File: config.mk
export PLATFORM = sky130hd
export DESIGN_NAME = fca_ctrl
export DESIGN_NICKNAME = d
export VERILOG_FILES = /design/src/rtl/fat_chain_allocator_top_assert.svh /design/src/rtl/fca_pkg.sv /design/src/rtl/fca_ctrl.sv
export SDC_FILE = /design/constraint.sdc
export NUM_CORES = 1
export LEC_CHECK = 0
export BUFFER_PORTS_ARGS = -buffer_cell sky130_fd_sc_hd__buf_2
export CAP_MARGIN = 20
export CORE_MARGIN = 2
export CORE_UTILIZATION = 30
export CTS_BUF_LIST = sky130_fd_sc_hd__clkbuf_4 sky130_fd_sc_hd__clkbuf_8
export DETAILED_ROUTE_END_ITERATION = 10
export REMOVE_ABC_BUFFERS = 1
export SYNTH_ARGS = -nofsm -noshare
export SYNTH_HDL_FRONTEND = slang
export SYNTH_SLANG_ARGS = --single-unit
File: constraint.sdc
create_clock -name aclk -period 1.35 [get_ports aclk]
set_clock_uncertainty 0.1 [all_clocks]
set_input_delay 0.0675 -clock aclk [delete_from_list [all_inputs] [get_ports aclk]]
set_output_delay 0.0675 -clock aclk [all_outputs]
set_load 0.02 [all_outputs]
File: src/rtl/fat_chain_allocator_top_assert.svh
// Assertion macros for the chain allocator top level.
// Included by fat_chain_allocator_top.sv; no other dependencies.
`ifndef FAT_CHAIN_ALLOCATOR_TOP_ASSERT_SVH
`define FAT_CHAIN_ALLOCATOR_TOP_ASSERT_SVH

// consequent checked in the same cycle as the antecedent
`define FCA_ASSERT_SAME(lbl, clk, rstn, ante, cons) \
    lbl: assert property (@(posedge clk) disable iff (!rstn) (ante) |-> (cons)) \
        else $error("fca assertion failed");

// consequent checked in the cycle after the antecedent
`define FCA_ASSERT_NEXT(lbl, clk, rstn, ante, cons) \
    lbl: assert property (@(posedge clk) disable iff (!rstn) (ante) |=> (cons)) \
        else $error("fca assertion failed");

`endif

File: src/rtl/fca_pkg.sv
// Shared types, codes and constants for the chain allocator.
// No dependencies.
package fca_pkg;

    localparam int TBL_ENTRIES_DEF = 4096;
    localparam int BIU_W           = 13;
    localparam logic [BIU_W-1:0] BIU_RESET = 13'd4096;
    localparam int BLK_W           = 12;
    localparam int TDATA_W         = 32;

    // operation codes
    localparam logic [2:0] FUNC_ALLOC    = 3'd0;
    localparam logic [2:0] FUNC_NEXT     = 3'd1;
    localparam logic [2:0] FUNC_EXTEND   = 3'd2;
    localparam logic [2:0] FUNC_FREE     = 3'd3;
    localparam logic [2:0] FUNC_TRUNCATE = 3'd4;
    localparam logic [2:0] FUNC_WALK     = 3'd5;

    // result status codes
    localparam logic [1:0] ST_OK   = 2'd0;
    localparam logic [1:0] ST_FULL = 2'd1;
    localparam logic [1:0] ST_BAD  = 2'd2;

    // datapath commands
    localparam int OP_W = 5;
    localparam logic [OP_W-1:0] OP_NONE     = 5'd0;
    localparam logic [OP_W-1:0] OP_CLR      = 5'd1;
    localparam logic [OP_W-1:0] OP_LOAD     = 5'd2;
    localparam logic [OP_W-1:0] OP_RD_BLK   = 5'd3;
    localparam logic [OP_W-1:0] OP_START    = 5'd4;
    localparam logic [OP_W-1:0] OP_FOL_RD   = 5'd5;
    localparam logic [OP_W-1:0] OP_STEP     = 5'd6;
    localparam logic [OP_W-1:0] OP_DEAD     = 5'd7;
    localparam logic [OP_W-1:0] OP_RES_CUR  = 5'd8;
    localparam logic [OP_W-1:0] OP_SET_END  = 5'd9;
    localparam logic [OP_W-1:0] OP_REST     = 5'd10;
    localparam logic [OP_W-1:0] OP_REST0    = 5'd11;
    localparam logic [OP_W-1:0] OP_TRUNC    = 5'd12;
    localparam logic [OP_W-1:0] OP_FREE_RD  = 5'd13;
    localparam logic [OP_W-1:0] OP_FREE_CHK = 5'd14;
    localparam logic [OP_W-1:0] OP_SCAN_RD  = 5'd15;
    localparam logic [OP_W-1:0] OP_SCAN_NXT = 5'd16;
    localparam logic [OP_W-1:0] OP_LINK     = 5'd17;
    localparam logic [OP_W-1:0] OP_ALLOC    = 5'd18;
    localparam logic [OP_W-1:0] OP_FULL     = 5'd19;
    localparam logic [OP_W-1:0] OP_BAD      = 5'd20;
    localparam logic [OP_W-1:0] OP_EMIT     = 5'd21;

    typedef struct packed {
        logic [OP_W-1:0] op;
    } cmd_t;

    typedef struct packed {
        logic [2:0] func;
        logic       blk_bad;
        logic       cnt_zero;
        logic       rdata_zero;
        logic       rdata_link;
        logic       ce_end;
        logic       steps_zero;
        logic       scan_done;
        logic       ptr_zero;
        logic       cur_zero;
        logic       clr_last;
        logic       out_free;
    } stat_t;

endpackage

File: src/rtl/fca_ctrl.sv
// Sequencer of the chain allocator: issues at most one datapath command per cycle.
// Depends on fca_pkg.
module fca_ctrl import fca_pkg::*; (
    input  logic  aclk,
    input  logic  aresetn,
    input  logic  s_tvalid,
    output logic  s_tready,
    input  stat_t stat,
    output cmd_t  cmd
);

    localparam logic [3:0] S_CLEAR = 4'd0;
    localparam logic [3:0] S_IDLE  = 4'd1;
    localparam logic [3:0] S_DISP  = 4'd2;
    localparam logic [3:0] S_VCHK  = 4'd3;
    localparam logic [3:0] S_WALK  = 4'd4;
    localparam logic [3:0] S_FCHK  = 4'd5;
    localparam logic [3:0] S_WDONE = 4'd6;
    localparam logic [3:0] S_TR    = 4'd7;
    localparam logic [3:0] S_TRCHK = 4'd8;
    localparam logic [3:0] S_TRWR  = 4'd9;
    localparam logic [3:0] S_FRRD  = 4'd10;
    localparam logic [3:0] S_FRCHK = 4'd11;
    localparam logic [3:0] S_SRRD  = 4'd12;
    localparam logic [3:0] S_SRCHK = 4'd13;
    localparam logic [3:0] S_ALLOC = 4'd14;
    localparam logic [3:0] S_DONE  = 4'd15;

    logic [3:0] state_reg, state_next;

    always_comb begin
        state_next = state_reg;
        cmd.op     = OP_NONE;
        s_tready   = 1'b0;
        unique case (state_reg)
            S_CLEAR: begin
                cmd.op = OP_CLR;
                if (stat.clr_last) begin
                    state_next = S_IDLE;
                end
            end
            S_IDLE: begin
                s_tready = 1'b1;
                if (s_tvalid) begin
                    cmd.op     = OP_LOAD;
                    state_next = S_DISP;
                end
            end
            S_DISP: begin
                priority if (stat.func == FUNC_ALLOC) begin
                    state_next = S_SRRD;
                end else if (stat.func > FUNC_WALK || stat.blk_bad) begin
                    cmd.op     = OP_BAD;
                    state_next = S_DONE;
                end else begin
                    cmd.op     = OP_RD_BLK;
                    state_next = S_VCHK;
                end
            end
            S_VCHK: begin
                if (stat.rdata_zero) begin
                    cmd.op     = OP_BAD;
                    state_next = S_DONE;
                end else begin
                    cmd.op = OP_START;
                    if (stat.func == FUNC_FREE ||
                        (stat.func == FUNC_TRUNCATE && stat.cnt_zero)) begin
                        state_next = S_FRRD;
                    end else begin
                        state_next = S_WALK;
                    end
                end
            end
            S_WALK: begin
                priority if (stat.steps_zero) begin
                    state_next = S_WDONE;
                end else if (stat.ce_end) begin
                    cmd.op     = OP_DEAD;
                    state_next = S_WDONE;
                end else begin
                    cmd.op     = OP_FOL_RD;
                    state_next = S_FCHK;
                end
            end
            S_FCHK: begin
                // a link into a free block ends the chain
                if (stat.rdata_zero) begin
                    cmd.op     = OP_DEAD;
                    state_next = S_WDONE;
                end else begin
                    cmd.op     = OP_STEP;
                    state_next = S_WALK;
                end
            end
            S_WDONE: begin
                priority if (stat.func == FUNC_TRUNCATE) begin
                    if (stat.cur_zero) begin
                        cmd.op     = OP_SET_END;
                        state_next = S_DONE;
                    end else begin
                        state_next = S_TR;
                    end
                end else if (stat.func == FUNC_EXTEND && stat.cur_zero) begin
                    state_next = S_SRRD;
                end else begin
                    cmd.op     = OP_RES_CUR;
                    state_next = S_DONE;
                end
            end
            S_TR: begin
                if (stat.ce_end) begin
                    cmd.op     = OP_REST0;
                    state_next = S_TRWR;
                end else begin
                    cmd.op     = OP_FOL_RD;
                    state_next = S_TRCHK;
                end
            end
            S_TRCHK: begin
                cmd.op     = OP_REST;
                state_next = S_TRWR;
            end
            S_TRWR: begin
                cmd.op     = OP_TRUNC;
                state_next = stat.ptr_zero ? S_DONE : S_FRRD;
            end
            S_FRRD: begin
                cmd.op     = OP_FREE_RD;
                state_next = S_FRCHK;
            end
            S_FRCHK: begin
                if (stat.rdata_zero) begin
                    state_next = S_DONE;
                end else begin
                    cmd.op     = OP_FREE_CHK;
                    state_next = stat.rdata_link ? S_FRRD : S_DONE;
                end
            end
            S_SRRD: begin
                if (stat.scan_done) begin
                    cmd.op     = OP_FULL;
                    state_next = S_DONE;
                end else begin
                    cmd.op     = OP_SCAN_RD;
                    state_next = S_SRCHK;
                end
            end
            S_SRCHK: begin
                priority if (!stat.rdata_zero) begin
                    cmd.op     = OP_SCAN_NXT;
                    state_next = S_SRRD;
                end else if (stat.func == FUNC_EXTEND) begin
                    cmd.op     = OP_LINK;
                    state_next = S_ALLOC;
                end else begin
                    cmd.op     = OP_ALLOC;
                    state_next = S_DONE;
                end
            end
            S_ALLOC: begin
                cmd.op     = OP_ALLOC;
                state_next = S_DONE;
            end
            S_DONE: begin
                if (stat.out_free) begin
                    cmd.op     = OP_EMIT;
                    state_next = S_IDLE;
                end
            end
            default: state_next = S_IDLE;
        endcase
    end

    always_ff @(posedge aclk) begin
        if (!aresetn) begin
            state_reg <= S_CLEAR;
        end else begin
            state_reg <= state_next;
        end
    end

endmodule

==> metrics.cfg, run 1 <==
[critical_path]
critPathMaxFanout=6
required_ns=1.18
r2r_start=state_reg[1]
critical_path_class=register to output pin
reg2reg_slack_ns=-0.28
cp-end-kind=output pin
reg2reg_to=state_reg[0]
critical_path_arrival_ns=1.64
reg2reg_depth=5
startpoint_type=register

[synthesis]
synth_area_per_cell_um2=6.63
synth-edff-count=0
syn-cell-area_um2=828
postSynth.asyncResetShare_pct=0
synthCells=125
synth_top_cell_by_area=dfxtp_1
ys_ff_latch=4
synth_top_area_share_pct=9.67
synthFlopType=dfxtp_1
synth.distinct_cells=46
synth.area.top_cells=dfxtp_1 (9.7%), buf_2 (5.4%), nor2_1 (5.4%)
yosysSeqAreaShare_pct=9.67
yosys_warnings=0

[timing]
min_period_ns=1.80
tightest_slew_ns=0.293
holdWs_ns=0.109
finalSetupTns_ns=-2.73
slew_violations=0
setup_ws_ns=-0.454
fmax_mhz=554
finalSetupViolCount=10
hold_viol=0
grt_setup_unrepaired=yes
period_share_pct=134
slew_headroom_pct=80.2

[floorplanning]
start_util_pct=30.8
die_w_um=56.5
placementRows=19
die_area_mm2=0.00320
ioPinCount=23
die_h_um=56.5
coreArea_mm2=0.00269

[clock_network]
clk_path_buf_depth=2
cts_sinks=4
clkTransAtPathRegs_ns=0.04
numCtsBuffers=3
cts_tree=done
cts_htree_levels=1
clock-root-buffer=clkbuf_4
clkLatencyLatePin_ns=0.25

[grt]
grt_usage_pct=21.4
grt_pass1_wl_um=5430
antenna_found_initial=0
grt_overflow_total=0
grt_max_degree=14
grt_pass1_vias=1213

[final_layout]
fillCellCount=241
multi_input_area_um2=806
syn_to_final_growth_pct=77.0
antenna_cells=0
largest_register_ffs=4
final-seq-area_um2=95.1
fin_nets=195
drive_above_1_share_pct=52.3
fin_cells=207

[outcome]
violations=setup timing
status=finished with violations

[pwr]
irDropWorstVdd_mv=0.542
power_mw=1.04
leakage_nw=0.562
power.density_mw_per_mm2=710

[place]
gp_congestion=0.902
place_inst=194
dp.final_hpwl_um=2330
io_buffers=22

[hold_path]
whs_endpoint=state_reg[0]
hold_depth=3
hold_start=stat[1]
hold_path.class=primary input to register

[routing]
num_vias=1289
first_iter_violations=60
ant_nets=0
wl_per_cell_um=17.1
viasPerCell=6.23
drc=0
first_pass_iters=4
totalWireLength_um=3540

[job]
drv_cap=0

-- repair_timing --
| item | in CTS | in global routing |
|---|---|---|
| gates resized for setup | 30 | 28 |
| buffers inserted | 3 | 5 |
| setup endpoints to repair | 10 | 10 |
| hold buffers | 1 | 0 |
| pin swaps | 9 | 14 |
| cloned | 0 | 1 |
| hold endpoints to repair | 2 | 0 |
-- Yosys cell counts (2+ instances only) --
master     n
a31oi_1    3
o211ai_1   2
nor4_1     3
o31ai_1    2
nor3_1     5
nand3_1    3
nand3b_1   3
buf_2      9
a211oi_1   3
or3b_1     2
nand2b_1   5
dfxtp_1    4
inv_1      5
nand4_1    2
nor3b_1    3
buf_6      2
a21oi_1    8
nor2_1    12
o31a_1     2
o21ai_0    8
o221ai_1   3
nor2b_1    4
nand2_1    9
-- power by group --
group / total (mW) / internal, mW / switching (mW)
Clock: 0.162 / 0.100 / 0.0621
Combinational: 0.717 / 0.375 / 0.342
Sequential: 0.161 / 0.132 / 0.0291
Total: 1.04 / 0.608 / 0.433
-- worst max path at each step --
stage	start	to	slack [ns]	cells past startpoint
global placement	state_reg[3]	state_reg[0]	-0.31	5
finish	state_reg[1]	cmd[2]	-0.45	5
floorplan	state_reg[2]	cmd[4]	-0.53	2
CTS	state_reg[1]	cmd[0]	-0.40	5
detailed placement	state_reg[3]	state_reg[0]	-0.30	5
global route	state_reg[1]	cmd[2]	-0.50	5
-- cell type report --
type,instances,area share [%]
multi-input cells,104,54.9
well taps,31,2.65
inverters,5,1.28
repair buffers,60,33.1
clock buffers,3,1.54
flip-flops and latches,4,6.48
-- cells in the final DEF, fill, tap and decap left out, types with 3 or more instances in the layout --
master and count:
a21oi_1 6, a31oi_1 3, buf_2 17, buf_4 28, buf_6 12, clkbuf_4 3, dfxtp_4 4, inv_1 5
nand2_1 9, nand2b_4 3, nand3_1 3, nand3b_1 3, nor2_1 10, nor2b_1 4, o21ai_0 5, o21ai_1 3
-- layer usage --
metal / vias to the layer above / track usage (%) / part of all wire [%]
met3: 16 / 4.84 / 8.7
met4: 0 / 10.5 / 3.9
met5: - / 0 / 0
met2: 64 / 34.6 / 50
li1: 587 / - / -
met1: 622 / 26.5 / 38
-- stage by stage --
step | util [%] | worst slack, ns | cell area (µm²)
2_1_floorplan | - | -0.529 | 757
3_3_place_gp | 42.0 | -0.312 | 1130
3_5_place_dp | 42.0 | -0.297 | 1130
4_1_cts | 47.8 | -0.398 | 1280
5_1_grt | 54.6 | -0.501 | 1470
6_report | 54.6 | -0.454 | 1470
-- kinds of logic (layout without fill, tap and decap cells) --
group                  after synthesis  count (layout)  synth area share, %
AND/OR/NAND/NOR                     58              58                 40.2
buffers and inverters               17              68                 10.9
AO/OA/AOI/OAI                       46              46                 39.3
flip-flops                           4               4                 9.67
-- worst max-delay path, stage by stage, from the launching register on --
cell     delay (ns)
dfxtp_4        0.36
or4b_4         0.54
a21oi_4        0.18
nor2_1         0.06
nand4_1        0.13
buf_6          0.13
No activity file was read; power rests on OpenSTA's default activity.
==> run 2, diff against run 1 <==
CTS_CLUSTER_DIAMETER = 120   (was unset)
PLACE_DENSITY = 0.52   (was unset)
==> run 2 against run 1 <==
The run still ends with setup timing left. Critical path depth unchanged. Power down 8.8%. Wire length down 3.9%. Cell area down 7.5%. Core utilization down 4.1 points. Final cell count down 4.3%. Global-route usage down 0.81 points. First-iteration DRC count down 8.3%. Hold slack worse by 0.074 ns. Die area unchanged. Sequential share of layout area up 0.34 points. Via count down 8.9%. Critical endpoint is now cmd[0]. Largest cell class unchanged. Highest routed layer unchanged.
==> metrics.cfg, run 2 (synthesized netlist as in run 1, its figures left out) <==
[outcome]
status=finished with violations
violations=setup timing

[pwr]
seqPwrFrac_pct=16.4
combPwrFrac_pct=67.3
p_sw_share_pct=43.4
power.density_mw_per_mm2=700
clockPowerShare_pct=16.3
irDropWorstVdd_mv=0.499
p_sw_uw=412
power_uw=950
p_int_uw=538
leakage_nw=0.506

[job]
drv_cap=0

[timing]
slew_headroom_pct=75.4
period_share_pct=133
grt_setup_unrepaired=yes
fmax_mhz=556
hold_viol=0
setup_ws_ns=-0.448
slew_violations=0
tightest_slew_ns=0.366
finalSetupViolCount=10
min_period_ns=1.80
finalSetupTns_ns=-2.33

[clock_network]
clk_path_buf_depth=2
clock-root-buffer=clkbuf_4
cts_sinks=4
numCtsBuffers=3
clkLatencyLatePin_ns=0.25
cts_htree_levels=1
clkTransAtPathRegs_ns=0.04
cts_tree=done

[critical_path]
startpoint_type=register
cp_top_family=simple AND/OR/NAND/NOR gates
path_cells=or4b_4 -> a21oi_4 -> a211oi_2 -> o221ai_1 -> buf_4
r2r_start=state_reg[3]
critical_path_class=register to output pin
reg2reg_depth=5
crit_cells=5
critical_path_arrival_ns=1.63
cp-end-kind=output pin
required_ns=1.18
max_stage_delay_ns=0.56
critical_path.startpoint=state_reg[3]
critPathMaxFanout=5
crit_slowest_cell=or4b_4
crit_buf_inv=1

[hold_path]
hold_path.class=primary input to register
hold_start=stat[1]
hold_depth=3

[routing]
wl_per_cell_um=17.2
drc=0
num_vias=1174
ant_nets=0
first_pass_iters=5
viasPerCell=5.93
totalWireLength_um=3400
first_iter_violations=55

[grt]
grt_usage_pct=20.6
grt_overflow_total=0
grt_pass1_vias=1095
grt_max_degree=14
grt_pass1_wl_um=5210
met1_usage_pct=28.9
met3_usage_pct=1.15
antenna_found_initial=0
globalRoute.busiestLayer=met2
met2_usage_pct=32.6

[floorplanning]
coreArea_mm2=0.00269
placementRows=19
ioPinCount=23
die_h_um=56.5
die_w_um=56.5
start_util_pct=30.8
die_area_mm2=0.00320

[place]
io_buffers=22
gp_congestion=0.902
dp.final_hpwl_um=2330

[final_layout]
syn_to_final_growth_pct=63.7
antenna_cells=0
mostFrequentLayoutCell=buf_4
largest_register_ffs=4
drive_above_1_share_pct=49.1
final_cell_mix=buf_4 (26), buf_2 (17), nor2_1 (10)
fin_nets=186
fin_util_pct=50.5

run 2: changes by cell type in the layout (fill, tap and decap cells not counted), moves of 2 or more:
cell | previous run | this run
buf_6 | 12 | 5
buf_8 | 0 | 2
o21ai_0 | 5 | 3
buf_4 | 28 | 26
run 2: layout make-up:
class / count / area [µm²]
fill: 254 / 1330
multi-input combinational: 104 / 807
timing repair buffer: 51 / 377
sequential: 4 / 92.6
tap: 31 / 38.8
clock buffer: 3 / 22.5
inverter: 5 / 18.8
run 2: path summary, 6_finish.rpt:
| kind | end | slack, ns |
|---|---|---|
| setup reg to reg | state_reg[0] | -0.19 |
| hold reg to reg | state_reg[0] | 0.63 |
| hold / removal | state_reg[0] | 0.03 |
| setup / recovery | cmd[0] | -0.45 |
run 2: power by group through the flow:
stage	Combinational (mW)	Sequential (mW)	Clock (mW)
5_1_grt	0.684	0.158	0.170
6_report	0.639	0.156	0.155
2_1_floorplan	0.214	0.187	0
4_1_cts	0.538	0.150	0.152
3_3_place_gp	0.476	0.150	0
3_5_place_dp	0.478	0.149	0
run 2: worst reg2reg max path, cell delays in order (launching register included):
cell	delay (ns)
dfxtp_2	0.34
buf_6	0.15
or3b_4	0.40
a211oi_4	0.28
nor4_2	0.06
a31oi_1	0.13
run 2: per-layer routing:
metal,vias up,wire length [µm]
met5,-,0
met4,0,61
met3,8,123
met2,35,1700
met1,560,1510
li1,571,-
run 2: what timing repair did:
action	in CTS	in global routing
gates resized for setup	29	24
endpoints found under the setup margin	10	10
hold buffers	1	0
setup buffers	2	1
endpoints found under the hold margin	3	0
gates cloned	0	0
pin swaps	7	9
run 2: through the flow:
stage	cells	hold slack, ns	area [µm²]	setup WS, ns
2_1_floorplan	113	0.0954	757	-0.529
3_3_place_gp	191	0.237	1090	-0.298
3_5_place_dp	191	0.243	1090	-0.292
4_1_cts	197	0.0378	1240	-0.405
5_1_grt	198	0.114	1360	-0.484
6_report	198	0.0343	1360	-0.448
==> run 3, diff against run 2 <==
CTS_CLUSTER_SIZE = 8   (was unset)
PLACE_DENSITY = 0.5   (was 0.52)
clock period = 1.7 ns   (was 1.35 ns; I/O delays follow)
==> run 3 against run 2 <==
Wire length shrank 11%. Non-clock buffer count shrank 5. Core utilization decreased by 2.8 points. Critical endpoint unchanged. Cell area down 5.5%. Register-to-register slack better by 0.24 ns. The run still ends with setup timing left.
==> metrics.cfg, run 3 (synthesized netlist as in run 1, its figures left out) <==
[floorplanning]
die_h_um=56.5
placementRows=19
coreArea_mm2=0.00269
die_w_um=56.5
die_area_mm2=0.00320
ioPinCount=23
start_util_pct=30.8

[final_layout]
antenna_cells=0
mostFrequentLayoutCell=buf_4
drive_above_1_share_pct=40.1
final_cell_mix=buf_4 (21), buf_2 (18), nor2_1 (12)
fillCellCount=253
largest_register_ffs=4
syn_to_final_growth_pct=54.7
fin_nets=181
fin_util_pct=47.7

[grt]
grt_max_degree=12
antenna_found_initial=0
grt_pass1_vias=1081
met2_usage_pct=32.4
grt_usage_pct=19.0
met1_usage_pct=24.7
met3_usage_pct=0.922
grt_overflow_total=0
grt_pass1_wl_um=4840
globalRoute.busiestLayer=met2

[critical_path]
cp_top_family=simple AND/OR/NAND/NOR gates
crit_slowest_cell=or4b_4
path_cells=or4b_4 -> a21oi_4 -> a211oi_2 -> o221ai_1 -> buf_4
critPathMaxFanout=7
crit_buf_inv=1
cp-end-kind=output pin
reg2reg_slack_ns=0.05
startpoint_type=register
critical_path_arrival_ns=1.58
critical_path_class=register to output pin
required_ns=1.51
max_stage_delay_ns=0.53

[clock_network]
numCtsBuffers=3
cts_sinks=4
clock-root-buffer=clkbuf_4
cts_htree_levels=1
clkLatencyLatePin_ns=0.24
clkTransAtPathRegs_ns=0.04
clk_path_buf_depth=2
cts_tree=done

[routing]
totalWireLength_um=3030
ant_nets=0
first_pass_iters=4
drc=0
wl_per_cell_um=15.7
viasPerCell=5.95
num_vias=1149
first_iter_violations=73

[hold_path]
hold_path.class=primary input to register

[timing]
hold_viol=0
setup_ws_ns=-0.0632
slew_violations=0
fmax_mhz=567
finalSetupTns_ns=-0.174
period_share_pct=104
tightest_slew_ns=0.360
finalSetupViolCount=4
min_period_ns=1.76
slew_headroom_pct=75.8
grt_setup_unrepaired=yes

[place]
io_buffers=22
gp_congestion=0.902
pre_cts_ws_ns=0.0573
dp.final_hpwl_um=2260

[pwr]
leakage_nw=0.467
irDropWorstVdd_mv=0.294
power.density_mw_per_mm2=554
power_uw=710

[job]
drv_cap=0

[outcome]
status=finished with violations
violations=setup timing

## run 3: metal layers
layer / share of wire, % / vias to the layer above
met1: 45 / 527
met2: 46 / 54
li1: - / 555
met5: 0 / -
met3: 6.0 / 13
met4: 3.3 / 0
## run 3: final timing paths
kind,end,startpoint,cells past startpoint
worst max-delay path,cmd[0],state_reg[1],5
worst min-delay path,state_reg[0],stat[1],3
worst max register to register,state_reg[0],state_reg[2],5
worst min register to register,state_reg[1],state_reg[3],2
## run 3: area by class of cell
type | count | area [µm²] | share of cell area [%]
clock buffers | 3 | 22.5 | 1.76
inverters | 5 | 18.8 | 1.46
multi-input cells | 104 | 733 | 57.2
flip-flops and latches | 4 | 95.1 | 7.42
well taps | 31 | 38.8 | 3.03
repair buffers | 46 | 373 | 29.1
## run 3: where the power goes
group | switching, mW | internal (mW) | leakage, nW
combinational | 0.232 | 0.233 | 0.418
clock | 0.0412 | 0.0791 | 0.0138
sequential | 0.0201 | 0.105 | 0.0355
total | 0.293 | 0.417 | 0.467
## run 3: stage by stage
| step | cells | instance area (µm²) | hold WS [ns] |
|---|---|---|---|
| 5_1_grt | 193 | 1280 | 0.123 |
| 2_1_floorplan | 113 | 757 | 0.113 |
| 4_1_cts | 193 | 1220 | 0.110 |
| 3_5_place_dp | 188 | 1110 | 0.242 |
| 3_3_place_gp | 188 | 1110 | 0.250 |
| 6_report | 193 | 1280 | 0.102 |
## run 3: what timing repair did
action,in CTS,in global routing
gates cloned,1,0
setup buffers,0,0
endpoints found under the setup margin,5,6
resized for setup,15,13
hold endpoints to repair,1,0
pin swaps,6,3
hold buffers,1,0
## run 3: worst reg2reg max path: stages, from the launching register on
cell and delay, ns:
dfxtp_4 0.36, bufbuf_16 0.28, nor4_2 0.30, a211oi_2 0.10, nor4_2 0.27, a31oi_1 0.11
